$ cat src/design/pidl_pkg.sv
// shared types and codes for the positional insert/delete list
package pidl_pkg;

    typedef enum logic [2:0] {
        ACT_READ   = 3'd0,
        ACT_INSERT = 3'd1,
        ACT_DELETE = 3'd2,
        ACT_CLEAR  = 3'd3,
        ACT_PRIOR  = 3'd4,
        ACT_NEXT   = 3'd5
    } action_t;

    typedef enum logic [1:0] {
        ST_OK     = 2'd0,
        ST_BADPOS = 2'd1,
        ST_FULL   = 2'd2
    } status_t;

    typedef struct packed {
        logic [2:0]         action;
        logic [6:0]         position;
        logic signed [31:0] value;
    } cmd_t;

    typedef struct packed {
        logic [1:0]         status;
        logic signed [31:0] data;
        logic [6:0]         count;
    } rsp_t;

    // per-transaction control broadcast to every cell
    typedef struct packed {
        logic       ins;
        logic       del;
        logic       rd;
        logic [6:0] idx;
    } cell_ctl_t;

endpackage

$ cat src/design/positional_insert_delete_list.sv
// Ordered list of signed 32-bit values, positions from 1, held in a row of cells that each
// keep one entry and shift to a neighbor on insert or delete. A command is taken when start
// is high and busy is low; the accept cycle decodes it, shifts the cells and latches the
// addressed cell's tap, and in the next cycle the OR of all cell taps forms the result, shown
// with done for exactly that cycle while busy is high. The receiver cannot stall, so each
// result must be taken when done is high.
module positional_insert_delete_list #(
    parameter int CAPACITY = 64
) (
    input  logic           clk,
    input  logic           rst_n,
    input  logic           start,
    output logic           busy,
    input  pidl_pkg::cmd_t command,
    output logic           done,
    output pidl_pkg::rsp_t result
);
    import pidl_pkg::*;

    localparam int COUNT_W = $clog2(CAPACITY + 1);
    localparam int PW      = ((COUNT_W > 7) ? COUNT_W : 7) + 1;
    localparam int IW      = $clog2(CAPACITY);

    logic               accept;
    logic               busy_reg;
    logic               busy_next;
    logic [COUNT_W-1:0] cnt_reg;
    logic [COUNT_W-1:0] cnt_next;
    logic [1:0]         status_reg;
    logic [1:0]         status_next;
    cell_ctl_t          ctl;
    logic [PW-1:0]      p;
    logic [PW-1:0]      c;
    logic signed [31:0] ent [CAPACITY];
    logic signed [31:0] tap [CAPACITY];
    logic signed [31:0] rd_data;

    assign accept = start && !busy_reg;
    assign p      = PW'(command.position);
    assign c      = PW'(cnt_reg);

    always_comb
    begin
        status_next = ST_BADPOS;
        cnt_next    = cnt_reg;
        ctl         = '0;
        unique case (command.action)
            ACT_READ:
            begin
                ctl.idx = command.position - 7'd1;
                if (p >= PW'(1) && p <= c)
                begin
                    status_next = ST_OK;
                    ctl.rd      = accept;
                end
            end
            ACT_INSERT:
            begin
                ctl.idx = command.position - 7'd1;
                if (p < PW'(1) || p > c + PW'(1))
                    status_next = ST_BADPOS;
                else if (c == PW'(CAPACITY))
                    status_next = ST_FULL;
                else
                begin
                    status_next = ST_OK;
                    ctl.ins     = accept;
                    cnt_next    = cnt_reg + COUNT_W'(1);
                end
            end
            ACT_DELETE:
            begin
                ctl.idx = command.position - 7'd1;
                if (p >= PW'(1) && p <= c)
                begin
                    status_next = ST_OK;
                    ctl.del     = accept;
                    cnt_next    = cnt_reg - COUNT_W'(1);
                end
            end
            ACT_CLEAR:
            begin
                status_next = ST_OK;
                cnt_next    = '0;
            end
            ACT_PRIOR:
            begin
                ctl.idx = command.position - 7'd2;
                if (p >= PW'(2) && p <= c)
                begin
                    status_next = ST_OK;
                    ctl.rd      = accept;
                end
            end
            ACT_NEXT:
            begin
                ctl.idx = command.position;
                if (p >= PW'(1) && p < c)
                begin
                    status_next = ST_OK;
                    ctl.rd      = accept;
                end
            end
            default:
            begin
                status_next = ST_BADPOS;
            end
        endcase
    end

    assign busy_next = accept;

    always_ff @(posedge clk or negedge rst_n)
    begin
        if (!rst_n)
        begin
            busy_reg <= 1'b0;
            cnt_reg  <= '0;
        end
        else
        begin
            busy_reg <= busy_next;
            if (accept)
                cnt_reg <= cnt_next;
        end
    end

    always_ff @(posedge clk)
    begin
        if (accept)
            status_reg <= status_next;
    end

    for (genvar i = 0; i < CAPACITY; i++)
    begin : g_cell
        logic signed [31:0] left;
        logic signed [31:0] right;

        if (i == 0)
        begin : g_first
            assign left = '0;
        end
        else
        begin : g_mid_l
            assign left = ent[i-1];
        end

        if (i == CAPACITY - 1)
        begin : g_last
            assign right = '0;
        end
        else
        begin : g_mid_r
            assign right = ent[i+1];
        end

        pidl_cell #(
            .IDX (i),
            .W   (PW)
        ) u_cell (
            .clk       (clk),
            .ctl       (ctl),
            .ins_value (command.value),
            .left      (left),
            .right     (right),
            .entry     (ent[i]),
            .tap       (tap[i])
        );
    end

    // only the addressed cell has a nonzero tap
    always_comb
    begin
        rd_data = '0;
        for (int i = 0; i < CAPACITY; i++)
            rd_data = rd_data | tap[IW'(i)];
    end

    assign busy          = busy_reg;
    assign done          = busy_reg;
    assign result.status = status_reg;
    assign result.data   = rd_data;
    assign result.count  = 7'(c);

    a_one_result: assert property (@(posedge clk) disable iff (!rst_n)
        start && !busy |=> done)
        else $error("accepted transaction gave no result");

    a_single_cycle: assert property (@(posedge clk) disable iff (!rst_n)
        done |=> !done)
        else $error("result held for more than one cycle");

    a_count_bound: assert property (@(posedge clk) disable iff (!rst_n)
        done |-> c <= PW'(CAPACITY))
        else $error("count exceeds capacity");

    a_err_data: assert property (@(posedge clk) disable iff (!rst_n)
        done && result.status != ST_OK |-> result.data == '0)
        else $error("nonzero data on failed transaction");

endmodule

$ cat src/design/pidl_cell.sv
// one list entry: shifts with its neighbors on insert/delete, taps itself out on a read
module pidl_cell #(
    parameter int IDX = 0,
    parameter int W   = 8
) (
    input  logic                clk,
    input  pidl_pkg::cell_ctl_t ctl,
    input  logic signed [31:0]  ins_value,
    input  logic signed [31:0]  left,
    input  logic signed [31:0]  right,
    output logic signed [31:0]  entry,
    output logic signed [31:0]  tap
);
    import pidl_pkg::*;

    localparam logic [W-1:0] MY = W'(IDX);

    logic [W-1:0]       tgt;
    logic signed [31:0] entry_reg;
    logic signed [31:0] entry_next;
    logic signed [31:0] tap_reg;
    logic signed [31:0] tap_next;

    assign tgt = W'(ctl.idx);

    always_comb
    begin
        entry_next = entry_reg;
        if (ctl.ins)
        begin
            if (MY == tgt)
                entry_next = ins_value;
            else if (MY > tgt)
                entry_next = left;
        end
        else if (ctl.del)
        begin
            if (MY >= tgt)
                entry_next = right;
        end
    end

    assign tap_next = (ctl.rd && (MY == tgt)) ? entry_reg : '0;

    always_ff @(posedge clk)
    begin
        entry_reg <= entry_next;
        tap_reg   <= tap_next;
    end

    assign entry = entry_reg;
    assign tap   = tap_reg;

endmodule

$ cat config.mk
export PLATFORM = sky130hd
export DESIGN_NAME = positional_insert_delete_list
export DESIGN_NICKNAME = d
export VERILOG_FILES = /design/src/design/pidl_pkg.sv /design/src/design/positional_insert_delete_list.sv /design/src/design/pidl_cell.sv
export SDC_FILE = /design/constraint.sdc
export NUM_CORES = 1
export LEC_CHECK = 0
export BUFFER_PORTS_ARGS = -buffer_cell sky130_fd_sc_hd__buf_2
export CAP_MARGIN = 20
export CORE_MARGIN = 10
export CORE_UTILIZATION = 44
export DETAILED_ROUTE_END_ITERATION = 10
export HOLD_SLACK_MARGIN = 0.05
export PLACE_DENSITY_LB_ADDON = 0.12
export REMOVE_ABC_BUFFERS = 1
export SETUP_SLACK_MARGIN = 0.15
export SYNTH_ARGS = -nofsm -noshare
export SYNTH_HDL_FRONTEND = slang
export SYNTH_SLANG_ARGS = --single-unit
$ cat constraint.sdc
create_clock -name clk -period 3.88 [get_ports clk]
set_clock_uncertainty 0.1 [all_clocks]
set_input_delay 0.194 -clock clk [delete_from_list [all_inputs] [get_ports clk]]
set_output_delay 0.194 -clock clk [all_outputs]
set_load 0.02 [all_outputs]
# Word level (Yosys, flattened, before mapping)
# Cells that the tools add are included.
[totals]
regBits = 10
output_inout_bits = 43
[op_classes]
addsub = 3
magnitude_cmp = 6
eq_ne = 9
muxes = 10
reduce_logical = 10
[ops]
columns = ["op", "n"]
rows = [
  ["two-way mux 7 bit", 3],
  ["case mux 7 bit (3 select lines)", 1],
  ["case mux 2 bit (5 select lines)", 1],
  ["adder 7 x 1 -> 8 bit (second input constant)", 1],
  ["greater-than comparator 7 x 8 -> 1 bit", 1],
  ["adder 7 x 1 -> 7 bit (second input constant)", 1],
  ["equality test 7 bit (second input constant)", 1],
  ["greater-or-equal comparator 7 x 1 -> 1 bit (second input constant)", 1],
  ["greater-or-equal comparator 7 x 2 -> 1 bit (second input constant)", 1],
  ["less-or-equal comparator 7 bit", 1],
  ["< comparator 7 x 1 -> 1 bit (second input constant)", 1],
  ["< comparator 7 bit", 1],
  ["subtractor 7 x 1 -> 7 bit (second input constant)", 1],
  ["equality test 3 x 2 -> 1 bit (second input constant)", 2],
  ["equality test 3 bit (second input constant)", 2],
  ["!= test 2 bit (second input constant)", 3],
  ["AND reduction 5 bit", 1],
  ["logical AND 1 bit", 4],
  ["two-way mux 2 bit", 2],
  ["equality test 3 x 1 -> 1 bit (second input constant)", 1],
  ["logical NOT 3 bit", 1],
  ["two-way mux 1 bit", 3],
  ["nonzero test 3 bit", 1],
  ["OR reduction 2 bit", 1],
  ["2 further kinds", 2],
]

# Logic depth before layout (Yosys ltp)
[logic_depth]
depth_word = 5
depth_mapped = 12

# Worst setup path after synthesis
# Ideal clock, no wire load.
[synth_timing]
kind = "flip-flop to flip-flop"
startpoint = "register cnt_reg[0]"
endpoint = "register cnt_reg[0]"
setup_ns = 0.125
t_arrival_ns = 2.670
required_time_ns = 3.655
path_slack_ns = 0.985
stages_incl_launch_ff = 13
n_path_buf = 1
synth_period_minus_slack_ns = 2.895
cell_sequence = "dfrtp_1 ha_1 and3_1 nand3_1 xnor2_1 ha_1 nand3_1 nor2_1 a31oi_2 o211a_4 or2_1 buf_6 mux2_2"
[synth_via]
elab_chain_cells = 5
word_cells_on_any_way = 16
classes_between = "add/sub (3); order compare (2); eq/ne (4); mux (4); reduce/logical (3)"
[synth_rtl]
columns = ["element", "line", "rtl"]
rows = [
  ["from (decl)", "positional_insert_delete_list.sv:27", "logic [COUNT_W-1:0] cnt_reg;"],
  ["from (signal assigned)", "positional_insert_delete_list.sv:124", "cnt_reg <= cnt_next;"],
  ["adder 7 x 1 -> 8 bit", "positional_insert_delete_list.sv:60", "if (p < PW'(1) || p > c + PW'(1))"],
  ["greater-than comparator 7 x 8 -> 1 bit", "positional_insert_delete_list.sv:60", ""],
  ["logical OR 1 bit", "positional_insert_delete_list.sv:60", ""],
  ["!= test 2 bit (no source line)", "--", ""],
  ["AND reduction 5 bit (no source line)", "--", ""],
]
# Parallel ways exist; a longest one is shown, timed or not. The select of a mux whose other input is x is not followed.
# A chain may end at the register's enable or synchronous reset.

# Worst setup path after layout
[layout_timing]
startpoint = "register cnt_reg[1]"
endpoint = "register cnt_reg[0]"
[layout_via]
elab_chain_cells = 5
word_cells_on_any_way = 10
classes_between = "add/sub (1); order compare (2); eq/ne (4); reduce/logical (3)"
[layout_rtl]
columns = ["element", "line"]
rows = [
  ["adder 7 x 1 -> 8 bit", "positional_insert_delete_list.sv:60"],
  ["greater-than comparator 7 x 8 -> 1 bit", "positional_insert_delete_list.sv:60"],
  ["logical OR 1 bit", "positional_insert_delete_list.sv:60"],
  ["!= test 2 bit (no source line)", "--"],
  ["AND reduction 5 bit (no source line) (*)", "--"],
]
# Every way passes the cells marked *; elsewhere a longest branch is shown, timed or not.

==> flow_summary.json <==
{
  "synth_top_area_share_pct": 18.0,
  "vias": 1174,
  "finalMaxSlewViolations": 0,
  "die_h_um": 77.5,
  "route.detailed.drc": 0,
  "crit_path_end_kind": "flop",
  "min_from": "start",
  "r2r-start": "cnt_reg[1]",
  "grt_pass1_vias": 1229,
  "finalCriticalPeriod_ps": 2980,
  "hold_path.class": "primary input to flop",
  "crit_start": "cnt_reg[1]",
  "first_pass_iters": 4,
  "synth_seq_cells": 10,
  "multiInputGateArea_um2": 1000,
  "clk_pin_slew_ps": 70,
  "seq_area_um2": 260,
  "synth_top_flop_cell": "dfrtp_1",
  "cts-root-buf": "clkbuf_4",
  "min_to": "busy",
  "synth_top_area_cell": "ha_1",
  "synth_cell_types": 47,
  "synthToLayoutAreaGrowth_pct": 4.12,
  "tns_ps": 0,
  "grt_max_degree": 9,
  "slowest_delay_ps": 520,
  "cts.path.max_buffers": 2,
  "status": "complete, no violations",
  "drtAntennaViolNets": 0,
  "initial_core_util_pct": 46.9,
  "synth_edf_count": 2,
  "tritoncts": "yes",
  "fin_ws_ps": 900,
  "fin_nets": 260,
  "dp_worst_setup_slack_ps": 904,
  "start_kind": "flop",
  "syn_inst": 168,
  "first_iter_violations": 57,
  "synth_area_leaders": "ha_1 (18%), buf_4 (17%), dfrtp_1 (14%), xnor2_1 (4.8%), edfxtp_1 (4.1%)",
  "cts_max_level": 1,
  "drive_gt1_share_pct": 17.7,
  "hpwlAfterDp_mm": 2.85,
  "globalplace.congestion": 0.798,
  "max_clock_freq_mhz": 336,
  "insertion_delay_ps": 270,
  "final.period_utilization_pct": 76.8,
  "p_leak_nw": 0.757,
  "fin_cells": 236,
  "rrSetupSlack_ps": 900,
  "grt-ovfl-total": 0,
  "r2r-end": "cnt_reg[0]",
  "grt_usage_pct": 10.7,
  "die_area_um2": 6010,
  "hold_violations": 0,
  "rsz0062_at_grt": "false",
  "setup-violations-final": 0,
  "ys_warn_count": 0,
  "antenna_found_initial": 0,
  "clockPowerShare_pct": 9.2,
  "cts_sinks": 10,
  "required_ps": 3930,
  "seqPwrFrac_pct": 26.3,
  "post_drt_wl_per_cell_um": 13.8,
  "worst-r2r-cell-count": 11,
  "via_per_inst": 4.97,
  "internal_power_mw": 0.395,
  "coreArea_um2": 3100,
  "switching_power_mw": 0.425,
  "grt_pass1_wl_mm": 5.44,
  "arrival_ps": 3030,
  "die_x_um": 77.5,
  "cap_violations": 0,
  "synth_area_um2": 1460,
  "io_pins": 88,
  "path_cells": "ha_1 -> and3_1 -> nand3_1 -> xnor2_1 -> ha_1 -> nand3_1 -> nor2_1 -> a31oi_2 -> o211a_4 -> or2_1 -> mux2_2",
  "n_antenna_cell": 0,
  "whs_path_depth": 2,
  "syn_avg_cell_area_um2": 8.67,
  "nFillCells": 318,
  "routed_wl_mm": 3.27,
  "crit_slowest_cell": "dfrtp_1",
  "async_flop_share_pct": 80.0,
  "row_count": 20,
  "vdd_drop_max_mv": 0.223,
  "cts_resized": 0,
  "critPathMaxFanout": 8,
  "powerDensity_nw_per_um2": 541,
  "critical_path_class": "flop to flop",
  "p_sw_share_pct": 51.9,
  "combPwrFrac_pct": 64.5,
  "largest_reg_flops": 7,
  "place_inst": 231,
  "ys_seq_area_share_pct": 17.9,
  "io_buffers": 23,
  "numCtsBuffers": 3
}
[Yosys cell counts (3+ instances only)]
cell	count
o21ai_0	10
o31ai_1	4
ha_1	21
inv_1	11
buf_4	33
nand2_1	4
nor2b_1	3
nand3_1	6
a21oi_1	10
nand4_1	3
nor2_1	5
a21o_1	4
xnor2_1	8
dfrtp_1	8
[timing repair]
| action | 4_1_cts | 5_1_grt |
|---|---|---|
| setup buffers | 0 | 0 |
| hold buffers | 1 | 0 |
| hold endpoints to repair | 8 | 0 |
[area by class of cell]
type / instances / area share, %
timing repair buffer: 24 / 8.25
clock inverter: 1 / 0.248
inverter: 12 / 2.97
clock buffer: 3 / 1.49
multi-input combinational: 142 / 66.3
tap: 44 / 3.63
sequential: 10 / 17.2
[cell usage in the layout (no fill, tap or decap), types with 2 or more instances in the layout]
cell type,n
a211oi_1,2
ha_1,21
xnor2_1,8
a21o_1,4
nor2_1,5
nand3b_1,2
inv_1,11
xor2_1,2
nand2_1,4
buf_2,23
o31ai_1,4
o21ai_0,10
nor2b_1,3
edfxtp_1,2
nand3_1,6
a22oi_1,2
nand4_1,3
clkbuf_4,3
a21oi_1,10
conb_1,32
dfrtp_1,8
[worst max-delay path by stage]
stage            endpoint  slack [ps]
6_report       cnt_reg[0]         900
2_1_floorplan  cnt_reg[0]        1040
5_1_grt        cnt_reg[2]         710
3_5_place_dp   cnt_reg[0]         900
3_3_place_gp   cnt_reg[0]         930
4_1_cts        cnt_reg[0]         880
[per-stage QoR]
step | hold WS, ps | utilization (%) | power [mW] | cell area [um^2]
5_1_grt | 140 | 48.9 | 0.913 | 1520
4_1_cts | 127 | 48.9 | 0.829 | 1520
3_3_place_gp | -59.4 | 47.7 | 0.732 | 1480
2_1_floorplan | -202 | - | 0.606 | 1310
6_report | 127 | 48.9 | 0.820 | 1520
3_5_place_dp | -55.6 | 47.7 | 0.750 | 1480
[layer usage]
metal  track usage, %  share of wire (%)  vias to the layer above
li1                 -                  -                      585
met1             11.9                 46                      535
met2             18.5                 45                       48
met3             2.76                6.8                        6
met4             4.93                1.7                        0
met5                0                  0                        -
[cells by family (layout without fill, tap and decap cells)]
group / count (synthesis) / count (layout) / share of synthesized area (%)
multiplexers: 1 / 1 / 0.773
adder cells (fa/ha/maj): 22 / 22 / 19.4
other: 1 / 32 / 0.257
flip-flops: 10 / 10 / 17.9
XOR/XNOR: 10 / 10 / 6.01
AO/OA/AOI/OAI: 43 / 43 / 20.3
AND/OR/NAND/NOR: 34 / 34 / 14.3
buffers and inverters: 47 / 40 / 21.1
[power by group through the flow]
stage                     sequential (mW)  combinational (mW)  clock [mW]
after floorplan                     0.243               0.363           0
after global placement              0.216               0.515           0
after detailed placement            0.218               0.532           0
after CTS                           0.216               0.535      0.0788
after global routing                0.228               0.601      0.0847
final                               0.216               0.529      0.0757
[worst max-delay path, delay by kind of cell (launching register included)]
family | cells | cell delay (ps)
flip-flops | 1 | 520
adder cells (fa/ha/maj) | 2 | 550
AO/OA/AOI/OAI | 2 | 370
AND/OR/NAND/NOR | 5 | 900
multiplexers | 1 | 280
XOR/XNOR | 1 | 160
Power figures use the tool's default switching activity.
